--- src/rtl/jfs_pkg.sv ---
`default_nettype none

package jfs_pkg;

  typedef enum logic [2:0] {
    PH_SOI0  = 3'd0,
    PH_SOI1  = 3'd1,
    PH_HUNT  = 3'd2,
    PH_MARK  = 3'd3,
    PH_LENHI = 3'd4,
    PH_LENLO = 3'd5,
    PH_BODY  = 3'd6,
    PH_DONE  = 3'd7
  } phase_e;

  typedef enum logic [1:0] {
    ST_OK        = 2'd0,
    ST_NOSOI     = 2'd1,
    ST_TRUNC     = 2'd2,
    ST_MALFORMED = 2'd3
  } status_e;

  localparam logic [7:0] MarkPrefix = 8'hff;
  localparam logic [7:0] MarkSoi    = 8'hd8;
  localparam logic [7:0] MarkEoi    = 8'hd9;
  localparam logic [7:0] MarkSos    = 8'hda;
  localparam logic [7:0] MarkTem    = 8'h01;
  localparam logic [7:0] MarkRst0   = 8'hd0;
  localparam logic [7:0] MarkNone   = 8'h00;

  localparam logic [15:0] MinSegLen   = 16'd2;
  localparam logic [15:0] MinFrameLen = 16'd7;

  typedef struct packed {
    status_e     status;
    logic [15:0] image_width;
    logic [15:0] image_height;
    logic        keep_image;
  } result_t;

  // sof0..sof15, leaving out dht (c4), jpg (c8) and dac (cc)
  function automatic logic is_frame_marker(input logic [7:0] m);
    return (m[7:4] == 4'hc) && (m[3:0] != 4'h4) && (m[3:0] != 4'h8) &&
           (m[3:0] != 4'hc);
  endfunction

endpackage

`default_nettype wire

--- src/rtl/jfs_parser.sv ---
`default_nettype none

module jfs_parser import jfs_pkg::*; (
  input  wire logic        clk_i,
  input  wire logic        rst_ni,
  input  wire logic        cfg_we_i,
  input  wire logic        cfg_wdata_i,
  input  wire logic        beat_i,
  input  wire logic [7:0]  data_byte_i,
  input  wire logic        end_of_file_i,
  output result_t          res_o,
  output logic             res_valid_o
);

  phase_e      phase_q, phase_d;
  logic [15:0] remain_q, remain_d;
  logic [2:0]  offset_q, offset_d;
  logic [7:0]  len_hi_q, len_hi_d;
  logic [15:0] width_q, width_d;
  logic [15:0] height_q, height_d;
  logic        found_q, found_d;
  logic        in_frame_q, in_frame_d;
  logic        mode_q;

  logic        give;
  status_e     give_status;
  logic [15:0] seg_len;
  logic [15:0] remain_dec;
  logic        restart_mark;

  assign seg_len      = {len_hi_q, data_byte_i};
  assign remain_dec   = remain_q - 16'd1;
  assign restart_mark = (data_byte_i == MarkNone) || (data_byte_i == MarkTem) ||
                        ((data_byte_i >= MarkRst0) && (data_byte_i <= MarkSoi));

  // which beats finish the file with a result, and with what status
  always_comb begin
    give        = 1'b0;
    give_status = ST_TRUNC;
    case (phase_q)
      PH_SOI0: begin
        if (data_byte_i != MarkPrefix || end_of_file_i) begin
          give        = 1'b1;
          give_status = ST_NOSOI;
        end
      end
      PH_SOI1: begin
        if (data_byte_i != MarkSoi) begin
          give        = 1'b1;
          give_status = ST_NOSOI;
        end
      end
      PH_MARK: begin
        if (data_byte_i == MarkEoi) begin
          give        = 1'b1;
          give_status = found_q ? ST_OK : ST_TRUNC;
        end else if (data_byte_i == MarkSos && found_q) begin
          give        = 1'b1;
          give_status = ST_OK;
        end
      end
      PH_LENLO: begin
        if (seg_len < MinSegLen || (in_frame_q && seg_len < MinFrameLen)) begin
          give        = 1'b1;
          give_status = ST_MALFORMED;
        end
      end
      default: ;
    endcase
    // end of file with nothing given yet
    if (!give && end_of_file_i && phase_q != PH_DONE) begin
      give        = 1'b1;
      give_status = ST_TRUNC;
    end
  end

  always_comb begin
    phase_d    = phase_q;
    remain_d   = remain_q;
    offset_d   = offset_q;
    len_hi_d   = len_hi_q;
    width_d    = width_q;
    height_d   = height_q;
    found_d    = found_q;
    in_frame_d = in_frame_q;
    case (phase_q)
      PH_SOI0:  phase_d = PH_SOI1;
      PH_SOI1:  phase_d = PH_HUNT;
      PH_HUNT: begin
        if (data_byte_i == MarkPrefix) phase_d = PH_MARK;
      end
      PH_MARK: begin
        if (data_byte_i == MarkPrefix) begin
          phase_d = PH_MARK;
        end else if (restart_mark) begin
          phase_d = PH_HUNT;
        end else begin
          in_frame_d = !found_q && is_frame_marker(data_byte_i);
          phase_d    = PH_LENHI;
        end
      end
      PH_LENHI: begin
        len_hi_d = data_byte_i;
        phase_d  = PH_LENLO;
      end
      PH_LENLO: begin
        remain_d = seg_len - MinSegLen;
        offset_d = 3'd0;
        phase_d  = (seg_len == MinSegLen) ? PH_HUNT : PH_BODY;
      end
      PH_BODY: begin
        if (in_frame_q) begin
          case (offset_q)
            3'd1: height_d[15:8] = data_byte_i;
            3'd2: height_d[7:0]  = data_byte_i;
            3'd3: width_d[15:8]  = data_byte_i;
            3'd4: begin
              width_d[7:0] = data_byte_i;
              found_d      = 1'b1;
              in_frame_d   = 1'b0;
            end
            default: ;
          endcase
          offset_d = offset_q + 3'd1;
        end
        remain_d = remain_dec;
        if (remain_dec == 16'd0) phase_d = PH_HUNT;
      end
      default: ;
    endcase
    if (give) phase_d = PH_DONE;
    if (end_of_file_i) begin
      phase_d    = PH_SOI0;
      remain_d   = '0;
      offset_d   = '0;
      len_hi_d   = '0;
      width_d    = '0;
      height_d   = '0;
      found_d    = 1'b0;
      in_frame_d = 1'b0;
    end
  end

  always_comb begin
    res_valid_o         = beat_i && give;
    res_o.status        = give_status;
    res_o.image_width   = '0;
    res_o.image_height  = '0;
    res_o.keep_image    = 1'b0;
    if (give_status == ST_OK) begin
      res_o.image_width  = width_q;
      res_o.image_height = height_q;
      res_o.keep_image   = mode_q ? (width_q < height_q) : (width_q > height_q);
    end
  end

  always_ff @(posedge clk_i or negedge rst_ni) begin
    if (!rst_ni) begin
      phase_q    <= PH_SOI0;
      remain_q   <= '0;
      offset_q   <= '0;
      len_hi_q   <= '0;
      width_q    <= '0;
      height_q   <= '0;
      found_q    <= 1'b0;
      in_frame_q <= 1'b0;
    end else if (beat_i) begin
      phase_q    <= phase_d;
      remain_q   <= remain_d;
      offset_q   <= offset_d;
      len_hi_q   <= len_hi_d;
      width_q    <= width_d;
      height_q   <= height_d;
      found_q    <= found_d;
      in_frame_q <= in_frame_d;
    end
  end

  always_ff @(posedge clk_i or negedge rst_ni) begin
    if (!rst_ni) begin
      mode_q <= 1'b0;
    end else if (cfg_we_i) begin
      mode_q <= cfg_wdata_i;
    end
  end

endmodule

`default_nettype wire

--- src/rtl/jfs_out_buf.sv ---
`default_nettype none

module jfs_out_buf import jfs_pkg::*; (
  input  wire logic clk_i,
  input  wire logic rst_ni,
  input  wire logic push_i,
  input  result_t   push_data_i,
  output logic      full_o,
  output logic      valid_o,
  input  wire logic ready_i,
  output result_t   data_o
);

  result_t    slot_q [2];
  logic       wr_ptr_q, rd_ptr_q;
  logic [1:0] count_q;
  logic       pop;

  assign valid_o = (count_q != 2'd0);
  assign full_o  = (count_q == 2'd2);
  assign pop     = valid_o && ready_i;
  assign data_o  = slot_q[rd_ptr_q];

  always_ff @(posedge clk_i) begin
    if (push_i) slot_q[wr_ptr_q] <= push_data_i;
  end

  always_ff @(posedge clk_i or negedge rst_ni) begin
    if (!rst_ni) begin
      wr_ptr_q <= 1'b0;
      rd_ptr_q <= 1'b0;
      count_q  <= 2'd0;
    end else begin
      if (push_i) wr_ptr_q <= ~wr_ptr_q;
      if (pop) rd_ptr_q <= ~rd_ptr_q;
      case ({push_i, pop})
        2'b10:   count_q <= count_q + 2'd1;
        2'b01:   count_q <= count_q - 2'd1;
        default: count_q <= count_q;
      endcase
    end
  end

endmodule

`default_nettype wire

--- src/rtl/jpeg_frame_size_scanner_top.sv ---
// channel  | direction | handshake                  | payload
// ---------+-----------+----------------------------+-------------------------------------
// input    | in        | in_valid_i / in_ready_o    | data_byte_i, end_of_file_i
// result   | out       | out_valid_o / out_ready_i  | status_o, image_width_o,
//          |           |                            | image_height_o, keep_image_o
// config   | in        | cfg_we_i (no wait)         | cfg_wdata_i (orientation mode)
//
// one byte per cycle while in_ready_o is high: each beat updates the parser registers
// and any result lands in a two-entry output buffer on the same edge
// a result is registered: it never shows in the same cycle as the byte that causes it
// in_ready_o drops only while both buffer entries hold untaken results
// after reset the parser expects the soi marker as the first bytes; mode resets to wider-than-tall
`default_nettype none

module jpeg_frame_size_scanner_top import jfs_pkg::*; (
  input  wire logic        clk_i,
  input  wire logic        rst_ni,
  input  wire logic        cfg_we_i,
  input  wire logic        cfg_wdata_i,
  input  wire logic        in_valid_i,
  output logic             in_ready_o,
  input  wire logic [7:0]  data_byte_i,
  input  wire logic        end_of_file_i,
  output logic             out_valid_o,
  input  wire logic        out_ready_i,
  output logic [1:0]       status_o,
  output logic [15:0]      image_width_o,
  output logic [15:0]      image_height_o,
  output logic             keep_image_o
);

  logic    beat;
  logic    buf_full;
  logic    res_valid;
  result_t res;
  result_t head;

  assign in_ready_o = !buf_full;
  assign beat       = in_valid_i && in_ready_o;

  jfs_parser u_parser (
    .clk_i         (clk_i),
    .rst_ni        (rst_ni),
    .cfg_we_i      (cfg_we_i),
    .cfg_wdata_i   (cfg_wdata_i),
    .beat_i        (beat),
    .data_byte_i   (data_byte_i),
    .end_of_file_i (end_of_file_i),
    .res_o         (res),
    .res_valid_o   (res_valid)
  );

  jfs_out_buf u_out_buf (
    .clk_i       (clk_i),
    .rst_ni      (rst_ni),
    .push_i      (res_valid),
    .push_data_i (res),
    .full_o      (buf_full),
    .valid_o     (out_valid_o),
    .ready_i     (out_ready_i),
    .data_o      (head)
  );

  assign status_o       = head.status;
  assign image_width_o  = head.image_width;
  assign image_height_o = head.image_height;
  assign keep_image_o   = head.keep_image;

endmodule

`default_nettype wire

--- config.mk ---
export PLATFORM = sky130hd
export DESIGN_NAME = jpeg_frame_size_scanner_top
export DESIGN_NICKNAME = d
export VERILOG_FILES = /design/src/rtl/jfs_pkg.sv /design/src/rtl/jfs_parser.sv /design/src/rtl/jfs_out_buf.sv /design/src/rtl/jpeg_frame_size_scanner_top.sv
export SDC_FILE = /design/constraint.sdc
export NUM_CORES = 1
export LEC_CHECK = 0
export BUFFER_PORTS_ARGS = -buffer_cell sky130_fd_sc_hd__buf_2
export CAP_MARGIN = 20
export CORE_UTILIZATION = 45
export CTS_CLUSTER_DIAMETER = 150
export CTS_CLUSTER_SIZE = 14
export DETAILED_ROUTE_END_ITERATION = 8
export GPL_TIMING_DRIVEN = 0
export PLACE_DENSITY_LB_ADDON = 0.15
export SYNTH_ARGS = -nofsm -noshare
export SYNTH_HDL_FRONTEND = slang
export SYNTH_SLANG_ARGS = --single-unit
export TNS_END_PERCENT = 5
--- constraint.sdc ---
create_clock -name clk_i -period 5.4 [get_ports clk_i]
set_input_delay 0.54 -clock clk_i [delete_from_list [all_inputs] [get_ports clk_i]]
set_output_delay 0.54 -clock clk_i [all_outputs]
set_load 0.1 [all_outputs]
# --- Word-level counts from Yosys, hierarchy flattened ---
# Memory sizes are Yosys's and may differ from the RTL's.
# Index checks and enable logic that the tools add are counted.
op_classes:
  add_sub_neg: 5
  n_lt_le_gt_ge: 6
  n_eq_ne: 30
  n_mux: 55
  n_bitwise: 2
  n_reduce_logical: 44
op_table:
  columns: ["operator", "count"]
  rows:
  - ["2-to-1 mux 16 bit", 7]
  - ["2-to-1 mux 8 bit", 6]
  - ["2-to-1 mux 33 bit", 1]
  - ["one-hot mux 16 bit (2 select lines)", 1]
  - ["2-to-1 mux 3 bit", 9]
  - ["== test 8 bit, second input constant", 3]
  - ["AND reduction 4 bit", 6]
  - ["one-hot mux 3 bit (7 select lines)", 1]
  - ["2-to-1 mux 1 bit", 19]
  - ["nonzero test 2 bit", 9]
  - ["== test 16 x 2 -> 1 bit, second input constant", 1]
  - ["greater-than comparator 16 bit", 1]
  - ["logical NOT 16 bit", 1]
  - ["less-than comparator 16 bit", 1]
  - ["less-than comparator 16 x 2 -> 1 bit, second input constant", 1]
  - ["less-than comparator 16 x 3 -> 1 bit, second input constant", 1]
  - ["inequality test 8 bit, second input constant", 2]
  - ["subtractor 16 x 1 -> 16 bit, second input constant", 1]
  - ["subtractor 16 x 2 -> 16 bit, second input constant", 1]
  - ["== test 3 x 2 -> 1 bit, second input constant", 4]
  - ["== test 3 bit, second input constant", 4]
  - ["logical AND 1 bit", 12]
  - ["2-to-1 mux 2 bit", 6]
  - ["inequality test 3 bit, second input constant", 3]
  - ["29 further kinds", 41]
totals:
  regBits: 69
  ramBits: 70
  in_bits: 15
  mem_count: 1
memory_table:
  columns: ["name", "depth", "word_bits", "rd", "rd_ports_with_merged_regs", "write_ports", "line", "text"]
  rows:
  - ["u_out_buf.slot_q", 2, 35, 1, 0, 1, "jfs_out_buf.sv:14", "result_t slot_q [2];"]

# --- Logic depth before layout (Yosys ltp) ---
depth:
  word_depth: 12
  ltp_mapped: 10
  depth_no_buf: 9

# --- Modules after synthesis ---
# A second synthesis with hierarchy kept.
hier_totals:
  hier_cells: 663
  area_unflattened_um2: 7353.3
modules_own_cells:
  columns: ["mod", "n_inst", "cells_per_inst", "area_per_inst_um2", "seq_area_each_um2"]
  rows:
  - ["jfs_parser", 1, 535, 4466.8, 1626.6]
  - ["jfs_out_buf", 1, 126, 2876.5, 2202.1]
  - ["jpeg_frame_size_scanner_top", 1, 2, 10.0, 0.0]

# --- Worst setup path before layout ---
# Ideal clock, no wire load.
synth_path:
  kind: "reg2reg"
  start: "reg u_out_buf.count_q[0]"
  end: "mem u_out_buf.slot_q[0][0] (netlist name), enable pin"
  arrival_time_ns: 3.308
  slack_ns: 1.665
  path_stages_with_launch: 6
  path_buffers: 1
  period_less_slack_ns: 3.735
  path_cell_list: "dfrtp_1 nand2b_1 nand2_1 clkbuf_1 a21o_1 nor2_1"
synth_via:
  elab_chain_cells: 6
synth_lines:
  columns: ["element", "line", "text"]
  rows:
  - ["start, declared", "jfs_out_buf.sv:16", "logic [1:0] count_q;"]
  - ["start signal, assigned", "jfs_out_buf.sv:37", "2'b10: count_q <= count_q + 2'd1;"]
  - ["start signal, assigned", "jfs_out_buf.sv:38", "2'b01: count_q <= count_q - 2'd1;"]
  - ["start signal, assigned", "jfs_out_buf.sv:39", "default: count_q <= count_q;"]
  - ["== test 2 bit", "jfs_out_buf.sv:20", "assign full_o = (count_q == 2'd2);"]
  - ["logical NOT 1 bit", "jpeg_frame_size_scanner_top.sv:38", "assign in_ready_o = !buf_full;"]
  - ["net in_ready_o", "jpeg_frame_size_scanner_top.sv:21", "output logic in_ready_o,"]
  - ["logical AND 1 bit", "jpeg_frame_size_scanner_top.sv:39", "assign beat = in_valid_i && in_ready_o;"]
  - ["logical AND 1 bit", "jfs_parser.sv:145", "res_valid_o = beat_i && give;"]
  - ["2-to-1 mux 1 bit", "jfs_out_buf.sv:25", "if (push_i) slot_q[wr_ptr_q] <= push_data_i;"]
  - ["2-to-1 mux 1 bit (implied by the code)", "jfs_out_buf.sv:25", null]
  - ["end, declared", "jfs_out_buf.sv:14", null]
# The timed path passes the listed nets, and every way through them passes these cells.

# --- Worst setup path in the final report ---
layout_path:
  start: "reg u_out_buf.rd_ptr_q"
  end: "out image_height_o[11]"
layout_via:
  elab_chain_cells: 1
layout_lines:
  columns: ["element", "line", "text"]
  rows:
  - ["start, declared", "jfs_out_buf.sv:15", "logic wr_ptr_q, rd_ptr_q;"]
  - ["start signal, assigned", "jfs_out_buf.sv:35", "if (pop) rd_ptr_q <= ~rd_ptr_q;"]
  - ["memory (2 x 35 bit)", null, null]
  - ["end, declared", "jpeg_frame_size_scanner_top.sv:28", "output logic [15:0] image_height_o,"]
# No other way between the ends.

==> key figures <==
Outcome
  • Status: finished, final reports clean

Drt
  • DRT Pass-1 Iters: 5
  • Vias per inst: 5.56
  • DRT antenna net count: 0
  • # DRC: 0
  • Initial DRC count: 460
  • Via count: 5192
  • Wire per inst: 18.4 um
  • Final wirelength: 17200 um

Worst hold path
  • Hold WC Path Type: in2reg

Logic synthesis
  • Asr flop ratio synth: 49.6%
  • Sequential area share after synthesis: 53.4%
  • Adder-cell area share of the yosys netlist: 4.71%
  • Largest family of logic cells by synthesized area: simple AND/OR/NAND/NOR gates
  • Post-Synth XOR/XNOR Area: 2.32%
  • Syn nets: 682
  • Yosys warns: 0
  • Post-synth cell types: 71
  • Most used DFF post-synth: edfxtp_1
  • Synth Register Bits: 139
  • Syn Inst Count: 640
  • Post-synthesis mux area share: 9.43%
  • Simple-Gate Fraction of Synth Area: 14.9%
  • Syn Std Cell Area: 0.00717 mm2
  • Avg Inst Size Synth: 11.2 um2
  • Compound-gate portion of the synthesized area: 11.3%
  • Count of flip-flops with a built-in enable after synthesis: 70

Die
  • Die ar.: 0.0164 mm2
  • Core area: 0.0154 mm2
  • Die W: 128 um
  • I/O pins: 52
  • Die Y: 128 um
  • Row cnt: 45
  • Initial Utilization: 46.6%

Global route
  • Vias in the first global route: 5307
  • Total GRT Usage: 22.7%
  • Largest net degree at the start of global routing: 53
  • First-pass GRT wire length: 28100 um
  • Initial antenna violation count: 0
  • GRT Residual Overflow: 0

Worst setup path
  • Critical path required time: 4.86 ns
  • CP endpoint kind: output pin
  • CP max FO: 10
  • Crit path DAT: 2.55 ns
  • Critical path type: reg2out
  • CP Launch Type: flop

Clock tree
  • CTS Buf Count: 17
  • H-tree levels: 4
  • Total setup buffers inserted after CTS: 0
  • Worst-path clk slew: 0.06 ns
  • Clk buf depth: 2
  • Root Driver: clkbuf_16
  • Clock tree sinks: 139
  • CTS tree: built
  • Post-CTS Resized: 0
  • CTS hold repair buffers: 1
  • Clk_lat worst skew: 0.43 ns

Power and ir drop
  • Clock power frac: 23.1%
  • Max VDD drop: 0.350 mV
  • Combinational fraction of design power: 46.7%
  • Share of power burned in registers: 30.3%
  • Leakage: 3.41 nW
  • P_sw: 2.49 mW
  • Pwr dens: 648 mW/mm2
  • Sw Ratio: 45.9%
  • P_int: 2.95 mW

STA
  • Worst-Margin Slew: 0.860 ns
  • Hold Fails Final Rpt: 0
  • Max transition margin: 42.4%
  • Minimum hold slack: 0.348 ns
  • Ratio of final minimum period to clock period: 57.1%
  • RSZ-0062 raised after global routing: no
  • Fmax: 0.324 GHz
  • Setup TNS: 0 ns
  • Max-slew violations: 0
  • Max Clock Skew: 0.00741 ns
  • Final min period: 3.09 ns
  • # setup viols final: 0

Layout
  • Layout Cell Area excl Fill: 0.00839 mm2
  • Fraction of layout cells with a size suffix above 1: 23.1%
  • Area growth, synth to finish: 17.1%
  • Most common cell after layout, fill and taps aside: edfxtp_1
  • Layout net count: 751
  • # fillers: 1351
  • Commonest non-fill, non-tap cells in the layout: edfxtp_1, dfrtp_1, mux2_2
  • Ant. Diodes: 0

Flow run
  • Max_cap viols: 0

Place
  • DP HPWL: 12200 um
  • Gpl congestion: 0.886
  • IO Port Bufs: 46
  • DP Area: 0.00775 mm2
-- cells in the mapped netlist (2+ instances only) --
library cell / count / area share (%)
buf_2: 11 / 0.77
clkbuf_1: 20 / 1.0
ha_1: 27 / 4.7
nor3_1: 27 / 1.9
nor4_1: 5 / 0.44
nand2_1: 31 / 1.6
o21ai_1: 5 / 0.35
or2_2: 3 / 0.26
o32ai_1: 2 / 0.24
nand3b_1: 2 / 0.21
or4b_1: 2 / 0.28
and3_1: 5 / 0.44
nor2b_1: 8 / 0.70
xnor2_1: 8 / 0.98
nand2b_1: 4 / 0.35
buf_6: 2 / 0.31
dfrtp_1: 69 / 24
a21oi_1: 24 / 1.7
nor2_1: 47 / 2.5
and4b_1: 2 / 0.28
nand4_1: 8 / 0.70
a31oi_1: 10 / 0.87
nor3b_1: 7 / 0.73
or3_1: 3 / 0.26
edfxtp_1: 70 / 29
a211oi_1: 3 / 0.31
and3b_1: 2 / 0.24
mux2_2: 60 / 9.4
and2_1: 19 / 1.7
xor2_1: 11 / 1.3
nand3_1: 10 / 0.70
inv_1: 30 / 1.6
a221o_1: 2 / 0.28
a21o_1: 8 / 0.84
o21a_1: 4 / 0.42
a22oi_1: 2 / 0.21
o22a_1: 2 / 0.24
o21ai_0: 52 / 3.6
-- layer usage --
| layer | GRT usage [%] | wire (um) | vias to the layer above |
|---|---|---|---|
| li1 | - | - | 2471 |
| met1 | 30.6 | 7960 | 2555 |
| met2 | 35.9 | 8020 | 136 |
| met3 | 4.63 | 850 | 30 |
| met4 | 9.13 | 363 | 0 |
| met5 | 0 | 0 | - |
-- power by group through the flow --
stage	combinational [mW]	sequential, mW	clock [mW]
CTS	2.54	1.65	1.28
finish	2.54	1.65	1.25
floorplan	2.05	1.60	0
global placement	2.45	1.66	0
detailed placement	2.52	1.66	0
global route	2.72	1.69	1.32
-- cell families after synthesis --
group | Yosys count
compound gates | 132
mux | 60
flops | 139
xor+xnor | 19
simple gates | 198
buf+inv | 65
fa+ha+maj | 27
-- critical path: stages (launching register included) --
cell      delay [ns]
dfrtp_1         0.32
clkbuf_1        0.52
clkbuf_1        0.56
mux2_2          0.41
buf_2           0.29
-- final timing paths --
check,from,end,slack [ns],cells past startpoint
setup / recovery,u_out_buf.rd_ptr_q$_DFFE_PN0P_,image_height_o[11],2.31,4
hold / removal,cfg_wdata_i,u_parser.mode_q$_DFFE_PN0P_,0.35,2
setup reg to reg,u_parser.len_hi_q[1]$_DFFE_PN0P_,u_out_buf.slot_q[1][3]$_DFFE_PP_,2.45,7
hold reg to reg,u_out_buf.count_q[1]$_DFFE_PN0P_,u_out_buf.count_q[1]$_DFFE_PN0P_,0.48,1
max in group asynchronous,rst_ni,u_parser.height_q[9]$_DFFE_PN0P_,4.30,3
min in group asynchronous,rst_ni,u_parser.remain_q[6]$_DFFE_PN0P_,0.53,2
-- layout make-up --
class / count / area [um2] / area share [%]
sequential: 139 / 3830 / 45.6
multi-input combinational: 436 / 3080 / 36.7
clock buffer: 17 / 425 / 5.07
timing repair buffer: 50 / 310 / 3.70
tap: 211 / 264 / 3.15
clock inverter: 15 / 209 / 2.49
buffer: 35 / 164 / 1.95
inverter: 30 / 113 / 1.34
-- registers in the layout, summed over array words and instances (netlist names) --
register,flops
u_out_buf.rd_ptr_q,1
u_parser.len_hi_q,8
u_parser.found_q,1
u_parser.offset_q,3
u_parser.in_frame_q,1
u_parser.height_q,16
u_out_buf.wr_ptr_q,1
u_parser.remain_q,16
u_parser.width_q,16
u_out_buf.count_q,2
u_parser.phase_q,3
u_out_buf.slot_q,70
u_parser.mode_q,1
-- per-stage QoR --
step,total power [mW],setup WS [ns],util [%],cells
2_1_floorplan,3.65,1.66,-,640
3_3_place_gp,4.11,0.434,49.8,897
3_5_place_dp,4.19,2.27,50.4,900
4_1_cts,5.46,2.22,54.6,933
5_1_grt,5.73,2.14,54.6,933
6_report,5.44,2.31,54.6,933
(Power assumes the default switching activity.)
